[config.mk]
export PLATFORM = sky130hd
export DESIGN_NAME = latching_limit_interlock_unit
export DESIGN_NICKNAME = d
export VERILOG_FILES = /design/src/design/llim_pkg.sv /design/src/design/latching_limit_interlock_unit.sv
export SDC_FILE = /design/constraint.sdc
export NUM_CORES = 1
export LEC_CHECK = 0
export BUFFER_PORTS_ARGS = -buffer_cell sky130_fd_sc_hd__clkbuf_2
export CORE_UTILIZATION = 63
export CTS_BUF_LIST = sky130_fd_sc_hd__clkbuf_4
export CTS_CLUSTER_SIZE = 24
export DETAILED_ROUTE_END_ITERATION = 6
export PLACE_DENSITY_LB_ADDON = 0.08
export SYNTH_ARGS = -nofsm -noshare
export SYNTH_HDL_FRONTEND = slang
export SYNTH_SLANG_ARGS = --single-unit
[constraint.sdc]
create_clock -name clk -period 17.8 [get_ports clk]
set_input_delay 3.56 -clock clk [delete_from_list [all_inputs] [get_ports clk]]
set_output_delay 3.56 -clock clk [all_outputs]
set_load 0.02 [all_outputs]
[src/design/llim_pkg.sv]
`timescale 1ns / 1ps
`default_nettype none

package llim_pkg;

	localparam int VALUE_WIDTH      = 32;
	localparam int TIME_WIDTH       = 32;
	localparam int TRIP_COUNT_WIDTH = 16;
	localparam int CFG_DATA_WIDTH   = 32;
	localparam int CFG_INDEX_WIDTH  = 3;

	typedef enum logic [CFG_INDEX_WIDTH-1:0] {
		REG_CONDITION_MODE = 3'd0,
		REG_LOW_THRESHOLD  = 3'd1,
		REG_HIGH_THRESHOLD = 3'd2,
		REG_DEBOUNCE_US    = 3'd3,
		REG_REQUIRE_FRESH  = 3'd4,
		REG_ACTION_MODE    = 3'd5,
		REG_LIMIT_ENABLED  = 3'd6
	} reg_index_t;

	typedef enum logic [1:0] {
		COND_ABOVE   = 2'd0,
		COND_BELOW   = 2'd1,
		COND_OUTSIDE = 2'd2
	} cond_mode_t;

	typedef enum logic [1:0] {
		ACT_TRIP_ALL = 2'd0,
		ACT_RELEASE  = 2'd1,
		ACT_ALARM    = 2'd2
	} act_mode_t;

	typedef enum logic [1:0] {
		QUAL_GOOD      = 2'd0,
		QUAL_RANGE     = 2'd1,
		QUAL_UNTRUSTED = 2'd2,
		QUAL_MISSING   = 2'd3
	} quality_t;

	typedef enum logic [1:0] {
		REASON_NONE      = 2'd0,
		REASON_MISSING   = 2'd1,
		REASON_UNTRUSTED = 2'd2,
		REASON_EXCEEDED  = 2'd3
	} reason_t;

	localparam logic OP_EVALUATE = 1'b0;
	localparam logic OP_RESET    = 1'b1;

	localparam logic [2:0] SEV_NONE     = 3'd0;
	localparam logic [2:0] SEV_OTHER    = 3'd3;
	localparam logic [2:0] SEV_TRIP_ALL = 3'd4;

	typedef struct packed {
		logic                          operation;
		logic signed [VALUE_WIDTH-1:0] sample_value;
		logic [1:0]                    sample_quality;
		logic [TIME_WIDTH-1:0]         now_us;
		logic                          outputs_tripped;
	} in_item_t;

	typedef struct packed {
		logic                        limit_latched;
		logic                        violation_seen;
		logic                        action_fired;
		logic [1:0]                  action_taken;
		logic [2:0]                  severity;
		logic                        reassert_trip;
		logic [1:0]                  reason_code;
		logic [TRIP_COUNT_WIDTH-1:0] trip_count;
	} out_item_t;

endpackage

`default_nettype wire

[src/design/latching_limit_interlock_unit.sv]
// The input register holds accepted beats, the result register their results.
// One beat per cycle unless the output stalls; the input register feeds
// the result register via the threshold compares and one timestamp subtraction.
// Reset clears the latch, tracking, trip counter and configuration
// (require_fresh comes up set, all else zero); no clearing pass is needed.
`timescale 1ns / 1ps
`default_nettype none

module latching_limit_interlock_unit (
	input  wire                                  clk,
	input  wire                                  arst_n,
	input  wire                                  in_valid,
	output logic                                 in_stall,
	input  wire llim_pkg::in_item_t              in_data,
	output logic                                 out_valid,
	input  wire                                  out_stall,
	output llim_pkg::out_item_t                  out_data,
	input  wire                                  cfg_valid,
	output logic                                 cfg_ready,
	input  wire [llim_pkg::CFG_INDEX_WIDTH-1:0]  cfg_index,
	input  wire [llim_pkg::CFG_DATA_WIDTH-1:0]   cfg_data
);
	import llim_pkg::*;

	logic [1:0]                    cond_mode_q;
	logic signed [VALUE_WIDTH-1:0] low_thr_q;
	logic signed [VALUE_WIDTH-1:0] high_thr_q;
	logic [TIME_WIDTH-1:0]         debounce_q;
	logic                          require_fresh_q;
	logic [1:0]                    action_mode_q;
	logic                          enabled_q;

	logic                        latched_q;
	logic                        violating_q;
	logic [TIME_WIDTH-1:0]       start_q;
	logic [TRIP_COUNT_WIDTH-1:0] trips_q;
	logic [1:0]                  reason_q;

	in_item_t item_s1;
	logic     valid_s1;
	logic     out_free;
	logic     advance;

	logic                        latched_d;
	logic                        violating_d;
	logic [TIME_WIDTH-1:0]       start_d;
	logic [TRIP_COUNT_WIDTH-1:0] trips_d;
	logic [1:0]                  reason_d;
	logic                        fired;
	logic [1:0]                  taken;
	logic [2:0]                  sev;
	logic                        reassert;
	logic                        viol;
	logic [1:0]                  reason_now;
	logic [TIME_WIDTH-1:0]       start_eff;
	logic [TIME_WIDTH-1:0]       elapsed;
	logic                        wait_more;
	logic [1:0]                  mode_eff;

	assign cfg_ready = 1'b1;
	assign out_free  = !out_valid || !out_stall;
	assign advance   = valid_s1 && out_free;
	assign in_stall  = valid_s1 && !out_free;

	always_ff @(posedge clk or negedge arst_n) begin
		if (!arst_n) begin
			cond_mode_q     <= COND_ABOVE;
			low_thr_q       <= '0;
			high_thr_q      <= '0;
			debounce_q      <= '0;
			require_fresh_q <= 1'b1;
			action_mode_q   <= ACT_TRIP_ALL;
			enabled_q       <= 1'b0;
		end else if (cfg_valid && cfg_ready) begin
			case (cfg_index)
				REG_CONDITION_MODE: cond_mode_q     <= cfg_data[1:0];
				REG_LOW_THRESHOLD:  low_thr_q       <= cfg_data[VALUE_WIDTH-1:0];
				REG_HIGH_THRESHOLD: high_thr_q      <= cfg_data[VALUE_WIDTH-1:0];
				REG_DEBOUNCE_US:    debounce_q      <= cfg_data[TIME_WIDTH-1:0];
				REG_REQUIRE_FRESH:  require_fresh_q <= cfg_data[0];
				REG_ACTION_MODE:    action_mode_q   <= cfg_data[1:0];
				REG_LIMIT_ENABLED:  enabled_q       <= cfg_data[0];
				default: ;
			endcase
		end
	end

	always_ff @(posedge clk or negedge arst_n) begin
		if (!arst_n) begin
			valid_s1 <= 1'b0;
		end else if (!in_stall) begin
			valid_s1 <= in_valid;
		end
	end

	always_ff @(posedge clk) begin
		if (in_valid && !in_stall) begin
			item_s1 <= in_data;
		end
	end

	always_comb begin
		viol       = 1'b0;
		reason_now = REASON_NONE;
		case (item_s1.sample_quality)
			QUAL_MISSING: begin
				viol       = require_fresh_q;
				reason_now = REASON_MISSING;
			end
			QUAL_UNTRUSTED: begin
				viol       = require_fresh_q;
				reason_now = REASON_UNTRUSTED;
			end
			default: begin
				case (cond_mode_q)
					COND_ABOVE:   viol = item_s1.sample_value > high_thr_q;
					COND_BELOW:   viol = item_s1.sample_value < low_thr_q;
					COND_OUTSIDE: viol = (item_s1.sample_value < low_thr_q) ||
						(item_s1.sample_value > high_thr_q);
					default:      viol = 1'b0;
				endcase
				reason_now = viol ? REASON_EXCEEDED : REASON_NONE;
			end
		endcase

		start_eff = violating_q ? start_q : item_s1.now_us;
		elapsed   = item_s1.now_us - start_eff;
		wait_more = (debounce_q != '0) && (item_s1.now_us >= start_eff) &&
			(elapsed < debounce_q);
		mode_eff  = ((action_mode_q == ACT_TRIP_ALL) || (action_mode_q == ACT_RELEASE)) ?
			action_mode_q : ACT_ALARM;
	end

	always_comb begin
		latched_d   = latched_q;
		violating_d = violating_q;
		start_d     = start_q;
		trips_d     = trips_q;
		reason_d    = reason_q;
		fired       = 1'b0;
		taken       = ACT_TRIP_ALL;
		sev         = SEV_NONE;
		reassert    = 1'b0;
		if (item_s1.operation == OP_RESET) begin
			latched_d   = 1'b0;
			violating_d = 1'b0;
			start_d     = '0;
			reason_d    = REASON_NONE;
		end else if (!enabled_q) begin
			latched_d = latched_q;
		end else if (latched_q) begin
			reassert = (action_mode_q == ACT_TRIP_ALL) && !item_s1.outputs_tripped;
		end else if (!viol) begin
			violating_d = 1'b0;
			start_d     = '0;
		end else begin
			violating_d = 1'b1;
			start_d     = start_eff;
			if (!wait_more) begin
				latched_d = 1'b1;
				if (trips_q != '1) begin
					trips_d = trips_q + 1'b1;
				end
				reason_d = reason_now;
				fired    = 1'b1;
				taken    = mode_eff;
				sev      = (mode_eff == ACT_TRIP_ALL) ? SEV_TRIP_ALL : SEV_OTHER;
			end
		end
	end

	always_ff @(posedge clk or negedge arst_n) begin
		if (!arst_n) begin
			latched_q   <= 1'b0;
			violating_q <= 1'b0;
			start_q     <= '0;
			trips_q     <= '0;
			reason_q    <= REASON_NONE;
			out_valid   <= 1'b0;
		end else begin
			if (advance) begin
				latched_q   <= latched_d;
				violating_q <= violating_d;
				start_q     <= start_d;
				trips_q     <= trips_d;
				reason_q    <= reason_d;
			end
			if (out_free) begin
				out_valid <= valid_s1;
			end
		end
	end

	always_ff @(posedge clk) begin
		if (advance) begin
			out_data.limit_latched  <= latched_d;
			out_data.violation_seen <= violating_d;
			out_data.action_fired   <= fired;
			out_data.action_taken   <= taken;
			out_data.severity       <= sev;
			out_data.reassert_trip  <= reassert;
			out_data.reason_code    <= reason_d;
			out_data.trip_count     <= trips_d;
		end
	end

endmodule

`default_nettype wire
==> impl_results.md, run 1 <==
* Status: complete, but fails checks
* Failing checks: design-rule violations
* RD Place Congestion at around 0.87
* Vias per inst at ~5.7
* Syn Nets at 1524
* Worst-path clk slew at 60 ps
* Synth Register Bits at 250
* R2R Setup Slk at 11220 ps
* Switching Fraction at 33.27%
* Ranking of synthesized cells by area: dfrtp_1 28%, edfxtp_1 21%, ha_1 12%
* Register area share after synthesis at 49.19%
* DIE AREA at 22300 sq um
* Input/output buffers at 136
* Slew HR at around a third
* Core ar. at approximately 21000 sq um
* I/O pin count at 138
* HP Start: start_q[15]
* Tot Pwr at 1.775 mW
* DR pass1 iterations at 7
* Clock Power Share at between 20% and 30%
* Critical Path End Type: primary output
* Synth warnings at 0
* Detail Route met2 WL at approximately 14 mm
* Max IR drop VDD at a little under 90 uV
* Setup Crit Path Kind: primary input to primary output
* Commonest cells post-synth: 155 x dfrtp_1, 154 x nand2_1, 129 x ha_1
* Fraction of the cycle the final worst path needs at 42.41%
* Syn Area/Cell at 10.63 sq um
* Slew Limit Fails at 0
* Wire length per cell at around 17 microns
* Overflow after GRT at 0
* Drt drc at 4
* Max Fclk at 132.5 MHz
* Leakage at 7.133 nW
* Post-Place Cell Area at 14600 sq um
* Worst Hold End: start_q[15]
* WL final at 29.89 mm
* Max Cap Viol at 0
* Pin count of the biggest net entering global routing at 69
* RR Endpoint: out_data[1]
* Async SR Flop Fraction at 62.40%
* Fin area at approximately 15000 sq um
* Final hold slack at between 400 and 500 ps
* Post-Syn Instances at about 1300
* Max H-tree Level at 3
* Hold path cells at 2
* Clock latency on the worst-skew pair at between 600 and 700 ps
* Clock tree buffer depth at 3
* DRT iter0 DRCs at 583
* Reg area at 6729 sq um
* CTS tree: done
* Final ANT Viol Nets at 0
* Hpwl dp at 21.38 mm
* Die Wd at approximately 150 microns
* Pre-CTS WS at 10250 ps
* # resized after CTS at 0
* Sequential power share at 41.8%
* Footprint of the multi-input gates at 6351 sq um
* Startpoint Class: primary input
* Worst EP required at about 14000 ps
* Net count, final at 1698
* Setup Buffers After CTS at 0
* DRT met1 WL at between 10 and 15 mm
* Vias at 10181
* Post-synth EDFFs at 94
* Clock Sink Count at 250
* Largest area contributor in the netlist: dfrtp_1
* Hold Path Class: flop to flop
* Total negative setup slack at 0 ps
* Non-Filler Instances at 1789
* Register-to-Register Path Depth at 20
* Final setup fails at 0
* Crit path max fanout at 3
* Internal power at 1.184 mW
* Layout cells sized above 1 at 21.22%
* Combinational Power Share at roughly 29%
* Placed Cells at 1666
* Period minus WS final at 7549 ps
* Root Driver: clkbuf_4
* Initial antenna violation count at 1
* Count leader, synth: dfrtp_1
* Cell variety after synth at 76
* Worst Max-Slew Pin Slew at approximately 1000 ps
* Most used flip-flop cell after synthesis: dfrtp_1
* Top sig layer: met4
* Vias in the first global route at 10117
* Power Density at 114.6 nW/um^2
* # fillers at 1550
* Initial Utilization at 64.65%
* Hold buffers post-CTS at 0
* CP arrival at 3990 ps
* Clock Skew at around 44 ps
* Post-layout util at 73.19%
* Worst reg2reg startpoint: violating_q
* Synth-to-Final Area Change at 13.21%
* Post-synth top area share at 28.36%
* Total track usage at between 20 and 30%
* Mapped Area at 13680 sq um
* TritonCTS Buffers at 67
* Global-route wire length before repair at 48.47 mm
* DR WL met3 at 1.662 mm
* Setup WS post-layout at about 10000 ps
* Rows at 53
* P_sw at 590.5 uW
* Final hold violation count at 0
* RSZ-0062 raised after global routing: no
* Die Ht at 149.3 microns
-- worst max path at each step --
stage,from,endpoint,cells past startpoint
2_1_floorplan,out_stall,in_stall,2
3_3_place_gp,out_stall,in_stall,4
3_5_place_dp,out_stall,in_stall,4
4_1_cts,out_stall,in_stall,4
5_1_grt,out_stall,in_stall,4
6_report,out_stall,in_stall,4
-- kinds of logic (layout without fill, tap and decap cells) --
logic type                 after synthesis  in the layout  synth area share, %
and+or+nand+nor                        338            338                12.39
AOI/OAI and AO/OA                      283            283                12.48
DFF                                    250            250                49.19
buffers and inverters                  154            381                4.474
adders and majority gates              130            130                11.95
muxes                                   80             80                6.285
xor gates and xnor gates                50             50                3.202
other                                    1              2              0.02742
-- state kept, by name (all words and copies together), names as in the netlist --
signal           count
out_valid            1
violating_q          1
debounce_q          32
trips_q             16
reason_q             2
high_thr_q          32
low_thr_q           32
enabled_q            1
out_data            26
cond_mode_q          2
require_fresh_q      1
item_s1             68
valid_s1             1
action_mode_q        2
latched_q            1
start_q             32
-- worst max-delay path, cell delays in order --
cell,delay (ps)
clkbuf_2,90
nand3_1,110
inv_1,80
clkbuf_2,160
-- cells in the final DEF (no fill, tap or decap), drive strengths merged, types with 8 or more instances in the layout --
cell	n
inv	117
nand2b	12
or3	12
nor3b	8
ha	129
o21ai	131
nor2b	8
mux2	47
xor2	30
nor4	11
mux2i	33
a21o	19
dfrtp	155
nand3	15
nand4	21
nor2	36
buf	9
nand2	154
clkinv	21
nor3	35
a21oi	72
edfxtp	94
clkbuf	231
xnor2	20
-- layer usage --
| layer | global-route usage [%] | vias up |
|---|---|---|
| li1 | - | 4972 |
| met1 | 36.95 | 4872 |
| met2 | 44.51 | 274 |
| met3 | 5.260 | 63 |
| met4 | 12.04 | 0 |
| met5 | 0 | - |
-- area by class of cell --
cell class	instances	area share, %
well taps	275	2.222
inverters	115	2.788
clock inverters	26	1.010
multi-input cells	882	41.02
clock buffers	96	4.655
flip-flops and latches	250	43.46
repair buffers	144	4.825
diodes	1	0.01616
-- power groups by stage --
stage / clock network (mW) / registers, mW / logic, mW
after global placement: 0 / 0.749 / 0.482
after CTS: 0.535 / 0.742 / 0.510
final: 0.521 / 0.742 / 0.511
after floorplan: 0 / 0.737 / 0.379
after global routing: 0.563 / 0.752 / 0.580
after detailed placement: 0 / 0.753 / 0.503
Power figures use the tool's default switching activity.
==> inputs of run 2 (changes only) <==
- CORE_UTILIZATION: 63 -> 62
- clock period: 17.8 -> 7.8 ns (I/O delays scaled with it)
==> impl_results.md, run 2 (synthesized netlist as in run 1, its figures left out) <==
* Hold Path Class: flop to flop
* Root Driver: clkbuf_4
* Worst reg2reg startpoint: violating_q
* Input/output buffers at 136 (unchanged)
* Clock Skew at 48.63 ps (+4.865 ps)
* Core ar. at 21350 sq um (+0.94%)
* # fillers at 1628 (+5.0%)
* RSZ-0062 raised after global routing: no
* WL final at 29.06 mm (-2.8%)
* Tot Pwr at 4.046 mW (+130%)
* Slew Limit Fails at 0 (unchanged)
* Leakage at 7.155 nW (+0.30%)
* Pin count of the biggest net entering global routing at 97 (+41%)
* Biggest register: item_s1
* Fraction of the cycle the final worst path needs at 84.15%
* Clock Sink Count at 250 (unchanged)
* Most frequent cells in the layout: 154 x nand2_1, 154 x dfrtp_1, 135 x clkbuf_2
* Vias at 10096 (-0.83%)
* CP arrival at 6940 ps (+2950 ps)
* Max Fclk at 152.3 MHz
* DIE AREA at 22650 sq um (+1.6%)
* Register-to-Register Path Depth at 20 (unchanged)
* Layout cells sized above 1 at 21.91% (+0.70 points)
* R2R Setup Slk at 1240 ps (-9980 ps)
* Worst EP required at 8180 ps (-6060 ps)
* Setup Buffers After CTS at 0 (unchanged)
* Total track usage at 26.70% (-1.1 points)
* Die Ht at 150.5 microns (+0.79%)
* Worst-path clk slew at 60 ps (about the same)
* # resized after CTS at 0 (unchanged)
* Synth-to-Final Area Change at 13.39%
* Vias per inst at 5.637 (-0.95%)
* TritonCTS Buffers at 68 (+1.5%)
* DRT iter0 DRCs at 417 (-28%)
* RD Place Congestion at 0.8792 (+0.69%)
* Final hold violation count at 0 (unchanged)
* Critical Path End Type: flop
* Rows at 53 (unchanged)
* DR pass1 iterations at 5 (-2)
* Period minus WS final at 6564 ps
* Status: complete, no violations
* Power Density at 260.9 nW/um^2 (+130%)
* RR Endpoint: out_data[1]
* Max H-tree Level at 3 (unchanged)
* Worst Hold End: start_q[26]
* Final setup fails at 0 (unchanged)
* Vias in the first global route at 9961 (-1.5%)
* Hold path cells at 2 (unchanged)
* CTS tree: done
* Initial antenna violation count at 1 (unchanged)
* Slew HR at 33.42% (+1.9 points)
* Max IR drop VDD at 141.6 uV (+63%)
* Startpoint Class: flop
* Net count, final at 1698 (unchanged)
* Wire length per cell at 16.23 microns (-2.9%)
* Drt drc at 0 (-4)
* Global-route wire length before repair at 47.25 mm (-2.5%)
* Hpwl dp at 21.01 mm (-1.7%)
* Initial Utilization at 64.05% (-0.60 points)
* I/O pin count at 138 (unchanged)
* Max reg flops at 68 (unchanged)
* Overflow after GRT at 0 (unchanged)
* HP Start: start_q[26]
* Total negative setup slack at 0 ps (unchanged)
* Worst Max-Slew Pin Slew at 993.9 ps (-28.77 ps)
* Hold buffers post-CTS at 0 (unchanged)
* Die Wd at 150.5 microns (+0.79%)
* Clock latency on the worst-skew pair at 670 ps (about the same)
* Final ANT Viol Nets at 0 (unchanged)
* Clock tree buffer depth at 3 (unchanged)
* Max Cap Viol at 0 (unchanged)
* Setup Crit Path Kind: flop to flop
* Crit path launch: violating_q
* Final hold slack at 480.9 ps (-1.394 ps)
* Crit path max fanout at 35 (+32)
## run 2: where the power goes
part	switching [mW]	internal (mW)	total, mW
registers	0.127	1.57	1.69
clock network	0.541	0.655	1.20
logic	0.658	0.500	1.16
## run 2: layout make-up
class                      count  area [sq um]  share of cell area (%)
antenna                        1         2.502                 0.01614
multi-input combinational    882          6351                   40.96
inverter                     115         431.7                   2.784
clock inverter                19         113.9                  0.7342
timing repair buffer         143         739.5                   4.768
sequential                   250          6729                   43.39
clock buffer                 106         795.8                   5.132
tap                          275         344.1                   2.219
## run 2: metal layers
layer | up-vias | GRT usage, % | part of all wire, %
li1 | 4978 | - | -
met5 | - | 0 | 0
met4 | 0 | 10.30 | 2.8
met3 | 63 | 5.091 | 5.5
met1 | 4785 | 35.69 | 45
met2 | 270 | 43.11 | 46
## run 2: how the worst max path moves through the flow
stage               depth (start not counted)            to
floorplan                                  23  out_data[15]
global placement                           20   out_data[1]
detailed placement                         20   out_data[1]
CTS                                        20   out_data[1]
global route                               21   out_data[1]
finish                                     20   out_data[1]
## run 2: worst max-delay path, stage by stage (launching register included)
cell and delay, ps:
dfrtp_2 1020, mux2i_1 390, ha_1 330, and3_1 160, a211oi_1 240, a21oi_1 140, or3_1 440, and3_1 230
o21a_1 200, o21ai_1 160, or4b_1 470, o311ai_0 140, ha_1 320, a21oi_1 140, nor2_1 60, a211oi_1 210
o21ai_0 100, a2111o_1 530, o211ai_4 440, nor2_1 220, mux2_2 330
## run 2: stage by stage
stage                     cell area [sq um]  worst slack [ps]  instances  utilization [%]
after detailed placement              14600              1333       1665            68.35
final                                 15510              1236       1791            72.62
after CTS                             15500              1289       1790            72.61
after global placement                14600              1565       1665            68.35
after floorplan                       13680              2118       1286                -
after global routing                  15510             716.9       1791            72.62
==> inputs of run 3 (changes only) <==
- ABC_AREA: not set -> 1
- clock period: 7.8 -> 6.1 ns (I/O delays scaled with it)
==> impl_results.md, run 3 <==
* Status: complete, but fails checks
* Failing checks: design-rule violations
* DRT iter0 DRCs at 612 (+47%)
* Top delay family on crit path: simple AND/OR/NAND/NOR gates
* Detail Route met2 WL at 14.91 mm (+10%)
* Hold Path Class: flop to flop
* Fraction of the cycle the final worst path needs at 89.09% (+4.9 points)
* Hold buffers post-CTS at 0 (unchanged)
* Setup Buffers After CTS at 0 (unchanged)
* Register-to-Register Path Depth at 27 (+35%)
* Async SR Flop Fraction at 62.40% (unchanged)
* Reg area at 6728 sq um (about the same)
* Synth-to-Final Area Change at 12.88%
* Overflow after GRT at 0 (unchanged)
* RD Place Congestion at 0.9314 (+5.9%)
* Startpoint Class: flop
* Setup Crit Path Kind: flop to flop
* Worst reg2reg startpoint: violating_q
* Slowest-stage cell, CP: dfrtp_1
* Footprint of the multi-input gates at 6066 sq um (-4.5%)
* Slew HR at 33.69% (+0.26 points)
* Cell variety after synth at 48 (-37%)
* Count leader, synth: nand2_1
* DIE AREA at 23120 sq um (+2.1%)
* DR pass1 iterations at 7 (+2)
* RR Endpoint: out_data[14]
* # fillers at 1754 (+7.7%)
* Input/output buffers at 136 (unchanged)
* Total track usage at 26.52% (-0.18 points)
* Power Density at 405.0 nW/um^2 (+55%)
* CTS tree: done
* Biggest register: item_s1
* Core ar. at 21960 sq um (+2.8%)
* Critical Path End Type: flop
* Total negative setup slack at 0 ps (unchanged)
* Max Fclk at 184.0 MHz (+21%)
* Worst Max-Slew Pin Slew at 993.6 ps (-0.3381 ps)
* HP Start: valid_s1
* Die Wd at 152.1 microns (+1.0%)
* Synth Register Bits at 250 (unchanged)
* Layout cells sized above 1 at 16.97% (-4.9 points)
* Leakage at 7.769 nW (+8.6%)
* Worst path max stage delay at 660 ps (-360 ps)
* Post-layout util at 71.77% (-0.86 points)
* Vias at 11092 (+9.9%)
* Post-Syn Instances at 1568 (+22%)
* WL final at 29.79 mm (+2.5%)
* Wire length per cell at 14.37 microns (-11%)
* RSZ-0062 raised after global routing: no
* Max Cap Viol at 0 (unchanged)
* Largest area contributor in the netlist: dfrtp_1
* Pin count of the biggest net entering global routing at 96 (-1.0%)
* Worst-path clk slew at 70 ps (about the same)
* Root Driver: clkbuf_4
* Max reg flops at 68 (unchanged)
* Initial antenna violation count at 1 (unchanged)
* Clock Sink Count at 250 (unchanged)
* Synth warnings at 0 (unchanged)
* Crit path max fanout at 46 (+31%)
* Final setup fails at 0 (unchanged)
* Hold path cells at 2 (unchanged)
* Hpwl dp at 21.88 mm (+4.1%)
* Max H-tree Level at 3 (unchanged)
* Post-synth top area share at 27.78% (-0.58 points)
* DR WL met3 at 1.331 mm (-16%)
* TritonCTS Buffers at 68 (unchanged)
* Commonest cells post-synth: 326 x nand2_1, 246 x inv_1, 158 x o21ai_0
* Clock Skew at 42.72 ps (-5.919 ps)
* Die Ht at 152.1 microns (+1.0%)
* Drt drc at 23 (+23)
* Crit-path most repeated cell: nand2_1
* DRT met1 WL at 12.84 mm (-2.4%)
* Rows at 54 (+1.9%)
* CP arrival at 5830 ps (-1110 ps)
* Most frequent cells in the layout: 326 x nand2_1, 244 x inv_1, 158 x o21ai_0
* Vias per inst at 5.351 (-5.1%)
* # resized after CTS at 0 (unchanged)
* Clock tree buffer depth at 3 (unchanged)
* Final ANT Viol Nets at 0 (unchanged)
* Mapped Area at 13960 sq um (+2.1%)
* Buffers plus inverters on the worst setup path at 4 (+4)
* Max IR drop VDD at 234.3 uV (+65%)
* Period minus WS final at 5434 ps (-1130 ps)
* I/O pin count at 138 (unchanged)
* Clock latency on the worst-skew pair at 670 ps (about the same)
* Slew Limit Fails at 0 (unchanged)
* Global-route wire length before repair at 49.65 mm (+5.1%)
* Post-synth EDFFs at 94 (unchanged)
* Most used flip-flop cell after synthesis: dfrtp_1
* Net count, final at 1978 (+16%)
* Initial Utilization at 63.58% (-0.47 points)
* Vias in the first global route at 10837 (+8.8%)
* Most common cell after layout, fill and taps aside: nand2_1
* Worst Hold End: out_valid
* Register area share after synthesis at 48.19% (-1.0 points)
* Final hold violation count at 0 (unchanged)
* Syn Area/Cell at 8.904 sq um (-16%)
* R2R Setup Slk at 670 ps (-570 ps)
* Worst EP required at 6500 ps (-1680 ps)
* Ranking of synthesized cells by area: dfrtp_1 28%, edfxtp_1 20%, ha_1 12%
* Syn Nets at 1806 (+19%)
* Top sig layer: met4
## run 3: changes by cell type in the layout (fill, tap and decap cells not counted), moves of 25 or more
cell	delta
mux2i_1	-33
nor2_1	+25
inv_1	+129
o21ai_0	+31
nand3_1	+44
mux2_2	-44
nand2_1	+172
o22ai_1	+32
## run 3: worst max path at each step
stage | slack (ps) | end | cells after the start | from
floorplan | 1840 | out_data[16] | 28 | violating_q
global placement | 890 | out_data[12] | 27 | violating_q
detailed placement | 740 | out_data[14] | 27 | violating_q
CTS | 740 | out_data[14] | 27 | violating_q
global route | 30 | out_data[14] | 27 | violating_q
finish | 670 | out_data[14] | 27 | violating_q
## run 3: per-stage QoR
step | hold WS [ps] | total power, mW | setup WS [ps] | cell area (sq um) | cells
after floorplan | 447.7 | 4.263 | 1841 | 13960 | 1568
after global placement | 454.1 | 4.790 | 887.7 | 14860 | 1950
after detailed placement | 467.2 | 4.879 | 735.3 | 14860 | 1950
after CTS | 481.4 | 6.433 | 744.4 | 15750 | 2071
after global routing | 496.7 | 6.922 | 30.40 | 15760 | 2073
final | 479.5 | 6.382 | 665.8 | 15760 | 2073
## run 3: layout make-up
class | count | area share (%)
clock buffers | 107 | 5.097
clock inverters | 14 | 0.5796
well taps | 280 | 2.223
inverters | 260 | 6.193
diodes | 2 | 0.03176
repair buffers | 143 | 4.692
multi-input cells | 1017 | 38.49
flip-flops and latches | 250 | 42.69
## run 3: where the power goes
part	switching (mW)	total [mW]	internal (mW)	leakage, nW
sequential	0.175	2.26	2.08	2.91
combinational	1.62	2.60	0.982	4.32
clock	0.686	1.52	0.839	0.532
total	2.48	6.38	3.90	7.77
## run 3: cells by family after synthesis
family,after synthesis,share of synthesized area (%)
adders and majority gates,130,11.70
xor gates and xnor gates,35,2.250
DFF,250,48.19
other,1,0.02686
and+or+nand+nor,526,16.72
AOI/OAI and AO/OA,325,12.68
buffers and inverters,301,8.424
## run 3: worst register-to-register path, delay by kind of cell (launching register included)
kind            cells  cell delay (ps)
xor+xnor            1              150
buf+inv             4              640
compound gates     10             1490
fa+ha+maj           2              630
flops               1              660
simple gates       10             1590
## run 3: per-layer routing
metal  vias to the layer above  GRT usage, %
met5                         -             0
met4                         0         10.93
met3                        63         4.450
met2                       262         46.69
met1                      5158         32.44
li1                       5609             -
